<file path="src/rtl/core/pbu_pkg.sv">
// shared constants, types and helpers for the rgba pixel blend unit
package pbu_pkg;

  localparam int RATE_FRAC_BITS = 16;
  localparam int RATE_W         = 17;
  localparam int MODE_W         = 5;

  // register indexes
  localparam logic REG_MODE = 1'b0;
  localparam logic REG_RATE = 1'b1;

  // reset values
  localparam logic [MODE_W-1:0] MODE_RESET = 5'd19;
  localparam logic [RATE_W-1:0] RATE_RESET = 17'd65536;

  // blend mode codes
  localparam logic [MODE_W-1:0] M_SQRT      = 5'd0;
  localparam logic [MODE_W-1:0] M_LINEAR    = 5'd1;
  localparam logic [MODE_W-1:0] M_SW_KEEP   = 5'd2;
  localparam logic [MODE_W-1:0] M_ADD       = 5'd3;
  localparam logic [MODE_W-1:0] M_DW_KEEP   = 5'd4;
  localparam logic [MODE_W-1:0] M_DNB_KEEP  = 5'd5;
  localparam logic [MODE_W-1:0] M_SNB_KEEP  = 5'd6;
  localparam logic [MODE_W-1:0] M_DW_COPY   = 5'd7;
  localparam logic [MODE_W-1:0] M_SW_COPY   = 5'd8;
  localparam logic [MODE_W-1:0] M_DNB_COPY  = 5'd9;
  localparam logic [MODE_W-1:0] M_SNB_COPY  = 5'd10;
  localparam logic [MODE_W-1:0] M_DAO_KEEP  = 5'd11;
  localparam logic [MODE_W-1:0] M_SAF_KEEP  = 5'd12;
  localparam logic [MODE_W-1:0] M_SAO_COPY  = 5'd13;
  localparam logic [MODE_W-1:0] M_DAF_COPY  = 5'd14;
  localparam logic [MODE_W-1:0] M_MAX       = 5'd15;
  localparam logic [MODE_W-1:0] M_MIN       = 5'd16;
  localparam logic [MODE_W-1:0] M_MAX_ALPHA = 5'd17;
  localparam logic [MODE_W-1:0] M_MIN_ALPHA = 5'd18;
  localparam logic [MODE_W-1:0] M_SCREEN    = 5'd20;

  // floor(x / 255) == (x * RECIP_255) >> RECIP_SHIFT for any 16 bit x
  localparam logic [15:0] RECIP_255   = 16'h8081;
  localparam int          RECIP_SHIFT = 23;

  // per channel results, all aligned to the last pipeline stage
  typedef struct packed {
    logic [7:0] s;
    logic [7:0] d;
    logic [7:0] sqrt;
    logic [7:0] lin;
    logic [7:0] mul;
    logic [7:0] scr;
    logic [7:0] addc;
    logic [7:0] adda;
  } pbu_res_t;

  // one restoring square root step
  function automatic logic [8:0] sqrt_step(input logic [8:0] n, input logic [8:0] b,
                                           input logic [15:0] p);
    logic [8:0]  t;
    logic [17:0] sq;
    t  = n | b;
    sq = 18'(t) * 18'(t);
    return (sq <= 18'(p)) ? t : n;
  endfunction

  // clamp to 0..255
  function automatic logic [7:0] sat8(input logic [27:0] v);
    return (v > 28'd255) ? 8'd255 : v[7:0];
  endfunction

endpackage

</file>
<file path="src/rtl/core/pbu_chan.sv">
// five stage arithmetic pipeline for one color channel
module pbu_chan import pbu_pkg::*; (
  input  logic              clk,
  input  logic [7:0]        s,
  input  logic [7:0]        d,
  input  logic [7:0]        sa,
  input  logic [7:0]        da,
  input  logic [RATE_W-1:0] rate,
  output pbu_res_t          res
);

  localparam int LIN_W = RATE_FRAC_BITS + 14;
  localparam int WIDE  = 48;
  localparam logic [WIDE-1:0] HALF = WIDE'(1) << (RATE_FRAC_BITS - 1);

  // stage 1
  logic [7:0]         s1, d1, da1;
  logic [15:0]        p1, ssa1, dda1, mulx1, scrx1;
  logic signed [26:0] lin1;
  logic [24:0]        a1;
  // stage 2
  logic [7:0]         s2, d2, lin2, adda2;
  logic [15:0]        p2;
  logic [8:0]         n2;
  logic [WIDE-1:0]    cnum2;
  logic [31:0]        mul2, scr2;
  // stage 3
  logic [7:0]         s3, d3, lin3, adda3, mul3, scr3;
  logic [15:0]        p3, y3;
  logic [8:0]         n3;
  logic               sat3;
  // stage 4
  logic [7:0]         s4, d4, lin4, adda4, mul4, scr4;
  logic [15:0]        p4;
  logic [8:0]         n4;
  logic               sat4;
  logic [31:0]        cq4;

  // combinational terms for stages 2, 3 and 5
  logic signed [LIN_W-1:0] lin_num;
  logic [WIDE-1:0]         a_w, da_sh, a_rnd;
  logic [WIDE-1:0]         y_w;
  logic [17:0]             n4_sq;

  always_comb begin
    lin_num = $signed({{(LIN_W-8-RATE_FRAC_BITS){1'b0}}, d1, {RATE_FRAC_BITS{1'b0}}})
            + LIN_W'(lin1) + $signed(LIN_W'(HALF));
    a_w     = WIDE'(a1);
    da_sh   = WIDE'(da1) << RATE_FRAC_BITS;
    a_rnd   = (a_w + HALF) >> RATE_FRAC_BITS;
    y_w     = cnum2 >> RATE_FRAC_BITS;
    n4_sq   = 18'(n4) * 18'(n4) + 18'(n4);
  end

  always_ff @(posedge clk) begin
    // stage 1: products
    s1    <= s;
    d1    <= d;
    da1   <= da;
    p1    <= 16'(s) * 16'(d);
    ssa1  <= 16'(s) * 16'(sa);
    dda1  <= 16'(d) * 16'(da);
    mulx1 <= 16'(s) * 16'(d) + 16'd127;
    scrx1 <= 16'(8'd255 - s) * 16'(8'd255 - d) + 16'd127;
    lin1  <= $signed({1'b0, rate}) * ($signed({1'b0, s}) - $signed({1'b0, d}));
    a1    <= 25'(rate) * 25'(sa);

    // stage 2: rate products, linear result, alpha add, first root bits
    s2    <= s1;
    d2    <= d1;
    p2    <= p1;
    cnum2 <= WIDE'(rate) * WIDE'(ssa1) + (WIDE'(dda1) << RATE_FRAC_BITS)
           + (WIDE'(255) << (RATE_FRAC_BITS - 1));
    mul2  <= 32'(mulx1) * 32'(RECIP_255);
    scr2  <= 32'(scrx1) * 32'(RECIP_255);
    if (lin_num < 0) begin
      lin2 <= 8'd0;
    end else begin
      lin2 <= sat8(28'(lin_num >>> RATE_FRAC_BITS));
    end
    adda2 <= (a_w > da_sh) ? sat8(28'(a_rnd)) : da1;
    n2    <= sqrt_step(sqrt_step(sqrt_step(9'd0, 9'd256, p1), 9'd128, p1), 9'd64, p1);

    // stage 3: scale down, divide by 255 for multiply and screen
    s3    <= s2;
    d3    <= d2;
    p3    <= p2;
    lin3  <= lin2;
    adda3 <= adda2;
    sat3  <= y_w >= WIDE'(65280);
    y3    <= y_w[15:0];
    mul3  <= mul2[RECIP_SHIFT+7:RECIP_SHIFT];
    scr3  <= 8'd255 - scr2[RECIP_SHIFT+7:RECIP_SHIFT];
    n3    <= sqrt_step(sqrt_step(sqrt_step(n2, 9'd32, p2), 9'd16, p2), 9'd8, p2);

    // stage 4: colour divide by 255, last root bits
    s4    <= s3;
    d4    <= d3;
    p4    <= p3;
    lin4  <= lin3;
    adda4 <= adda3;
    mul4  <= mul3;
    scr4  <= scr3;
    sat4  <= sat3;
    cq4   <= 32'(y3) * 32'(RECIP_255);
    n4    <= sqrt_step(sqrt_step(sqrt_step(n3, 9'd4, p3), 9'd2, p3), 9'd1, p3);

    // stage 5: rounding and saturation
    res.s    <= s4;
    res.d    <= d4;
    res.lin  <= lin4;
    res.adda <= adda4;
    res.mul  <= mul4;
    res.scr  <= scr4;
    res.addc <= sat4 ? 8'd255 : cq4[RECIP_SHIFT+7:RECIP_SHIFT];
    res.sqrt <= sat8(28'((18'(p4) > n4_sq) ? n4 + 9'd1 : n4));
  end

endmodule

</file>
<file path="config.mk">
export PLATFORM = sky130hd
export DESIGN_NAME = pbu_chan
export DESIGN_NICKNAME = d
export VERILOG_FILES = /design/src/rtl/core/pbu_pkg.sv /design/src/rtl/core/pbu_chan.sv
export SDC_FILE = /design/constraint.sdc
export NUM_CORES = 2
export LEC_CHECK = 0
export ABC_AREA = 1
export ABC_CLOCK_PERIOD_IN_PS = 17300
export BUFFER_PORTS_ARGS = -buffer_cell sky130_fd_sc_hd__buf_2
export CELL_PAD_IN_SITES_DETAIL_PLACEMENT = 0
export CELL_PAD_IN_SITES_GLOBAL_PLACEMENT = 1
export CORE_MARGIN = 1
export CORE_UTILIZATION = 30
export DETAILED_ROUTE_END_ITERATION = 10
export PLACE_DENSITY_LB_ADDON = 0.1
export SLEW_MARGIN = 10
export SYNTH_ARGS = -nofsm -noshare
export SYNTH_HDL_FRONTEND = slang
export SYNTH_SLANG_ARGS = --single-unit
</file>
<file path="constraint.sdc">
create_clock -name clk -period 17.3 [get_ports clk]
set_input_delay 0.865 -clock clk [delete_from_list [all_inputs] [get_ports clk]]
set_output_delay 0.865 -clock clk [all_outputs]
set_load 0.1 [all_outputs]
</file>
==> summary.md <==
| Metric | Value |
|---|---|
| Final setup violation count | `0` |
| Sequential area share after synthesis | `17.9%` |
| Top_reg_cell synth | `dfxtp_1` |
| YS warnings | `0` |
| Final Max Tran Viols | `0` |
| TNS Setup | `0 ns` |
| Area share of the largest cell type after synthesis | `25.4%` |
| Final Skew | `0.0426 ns` |
| Via count | `37.8k` |
| Synth top cells by count | `inv_1, nand2_1, ha_1` |
| CP most frequent cell | `nand2_1` |
| Top-count cell post-synth | `inv_1` |
| CTS Buf Count | `56` |
| Clk root buf | `clkbuf_16` |
| Clock tree from TritonCTS | `done` |
| Final hold vios | `0` |
| RSZ-0062 raised after global routing | `no` |
| Routability cong. | `0.803` |
| Post-DP HPWL | `112000 µm` |
| Worst Max-Slew Pin Slew | `1.08 ns` |
| Slew margin rel. | `27.8%` |
| Max H-tree Level | `2` |
| Clock sink count | `457` |
| GRT Total Usage | `16.7%` |
| Kind of critical path | `reg -> reg` |
| Io pins | `114` |
| Post-layout minimum cycle time | `15.25 ns` |
| Num rows | `151` |
| Layout cells sized above 1 | `4.24%` |
| Antenna-violating nets left | `0` |
| FF+latch count, synth | `457` |
| Mapped Nets | `7783` |
| Crit Path Max Fanout | `16` |
| Worst setup SP type | `flip-flop` |
| Mapped Area | `51200 µm²` |
| Drt first pass iters | `5` |
| Maximum Capacitance Violations | `0` |
| Arrival @ worst endpoint | `15.80 ns` |
| Top post-synthesis cells by area | `fa_1, ha_1, dfxtp_1, inv_1, nand2_1` |
| Wire per inst | `16.4 µm` |
| Reg clk slew, reported paths | `0.08 ns` |
| Die area | `172000 µm²` |
| Routed WL | `140000 µm` |
| FMAX | `65.6 MHz` |
| PortBufs | `113` |
| Outcome | `finished clean` |
| Final Cycle Share | `88.1%` |
| Clock buffer depth | `3` |
| Crit path max-delay cell type | `dfxtp_1` |
| CP peak stage delay | `0.80 ns` |
| Core area | `169000 µm²` |
| Via/cell ratio | `4.42` |
| Post_cts resized | `0` |
| Largest net degree at the start of global routing | `33` |
| DRC Markers | `0` |
| HP Class | `reg -> reg` |
| WP data required | `17.85 ns` |
| Die width | `415 µm` |
| Initial antenna violation count | `2` |
| Syn Area/Cell | `8.19 µm²` |
| Number of global-route vias before repair | `40.3k` |
| Syn-to-layout area delta | `9.29%` |
| Worst skew pair latency | `0.69 ns` |
| Yosys cell types | `50` |
| Die Span Y | `415 µm` |
| Cts hold-fix bufs | `0` |
| Post-CTS Setup Bufs | `0` |
| Setup crit end kind | `flip-flop` |
| Starting Density | `30.2%` |
| Global-route wire length before repair | `228000 µm` |
| Gate Count Post-Synth | `6260` |
| Asr flop ratio synth | `0%` |
| DRC violation total after the first TritonRoute iteration | `1589` |
| Post-synth EDFFs | `0` |
| GRT Residual Overflow | `0` |
| Final Net Count | `7809` |
| Largest area contributor in the netlist | `fa_1` |
[layout by cell type (no fill, tap or decap), types with 4 or more instances in the layout]
cell type / netlist / final
o211ai_1: 4 / 4
nor2_1: 305 / 305
nand3_1: 159 / 159
nand4_1: 52 / 52
nor4_1: 19 / 19
nand3_2: 4 / 4
a31oi_1: 15 / 15
nor2_2: 4 / 4
ha_1: 823 / 823
o21a_1: 8 / 8
buf_2: 12 / 113
a211oi_1: 9 / 9
clkinvlp_4: 0 / 8
a21o_1: 35 / 35
buf_4: 0 / 29
inv_1: 1450 / 1450
nand2_1: 1383 / 1383
inv_8: 0 / 5
clkbuf_1: 154 / 9
bufinv_16: 0 / 6
a21boi_0: 7 / 7
nor3_1: 46 / 46
o21bai_1: 13 / 13
xnor2_1: 61 / 61
o31ai_1: 8 / 8
inv_6: 0 / 5
clkbuf_16: 0 / 56
a21oi_1: 246 / 246
or2_2: 15 / 15
xor2_1: 132 / 132
o21ai_0: 139 / 139
clkinv_2: 0 / 5
dfxtp_1: 457 / 457
fa_1: 650 / 650
nand3b_1: 9 / 9
[worst max-delay path, delay by kind of cell, from the launching register on]
kind                     cells  cell delay (ns)
flip-flops                   1             0.80
AND/OR/NAND/NOR             20             2.84
buffers and inverters        9             1.28
adder cells (fa/ha/maj)     17             7.38
AO/OA/AOI/OAI               11             1.86
XOR/XNOR                     5             0.92
[through the flow]
| step | std cells | hold WS [ns] | setup WS [ns] | area, µm² | utilization, % |
|---|---|---|---|---|---|
| 2_1_floorplan | 6260 | 0.310 | 3.87 | 51200 | - |
| 3_3_place_gp | 8446 | 0.310 | 2.00 | 54100 | 31.9 |
| 3_5_place_dp | 8446 | 0.312 | 2.08 | 54100 | 31.9 |
| 4_1_cts | 8545 | 0.325 | 1.98 | 56000 | 33.0 |
| 5_1_grt | 8545 | 0.327 | 0.811 | 56000 | 33.0 |
| 6_report | 8547 | 0.322 | 2.05 | 56000 | 33.1 |
[per-layer routing]
metal	track usage (%)	up-vias	wire length, µm
met5	0	-	0
met4	3.43	0	2610
met3	1.67	115	3720
met2	26.7	420	62200
met1	24.3	18157	71700
li1	-	19058	-
[path summary, 6_finish.rpt]
path                   to  cells past startpoint    start  slack [ns]
setup / recovery    n4[0]                     62    n3[5]        2.05
hold / removal    res[32]                      0  lin4[0]        0.32
setup reg to reg    n4[0]                     62    n3[5]        2.05
hold reg to reg   res[32]                      0  lin4[0]        0.32
[state kept, by name (all words and copies together) (netlist names), 12 cells and up]
signal	count
p3	16
y3	16
p1	16
p4	16
p2	16
a1	25
mulx1	16
lin1	12
scrx1	16
res	64
dda1	16
ssa1	16
cnum2	19
[cell families (layout without fill, tap and decap cells)]
kind of cell | after synthesis | after routing | share of synthesized area, %
AND/OR/NAND/NOR | 2010 | 2010 | 15.9
XOR/XNOR | 196 | 196 | 3.42
AO/OA/AOI/OAI | 499 | 499 | 5.41
adder cells (fa/ha/maj) | 1473 | 1473 | 45.5
other | 0 | 2 | 0
buffers and inverters | 1625 | 1692 | 11.9
flip-flops | 457 | 457 | 17.9
[cell type report]
class                      instances  area, µm²
clock buffer                      67       1460
tap                             2218       2780
sequential                       457       9150
antenna                            2       5.00
inverter                        1451       5450
fill                           18211     113000
clock inverter                    32        410
multi-input combinational       4178      36000
timing repair buffer             142        783
Power is not shown: default switching activity piles up to over one toggle a cycle in this logic, so the estimate is an artifact.
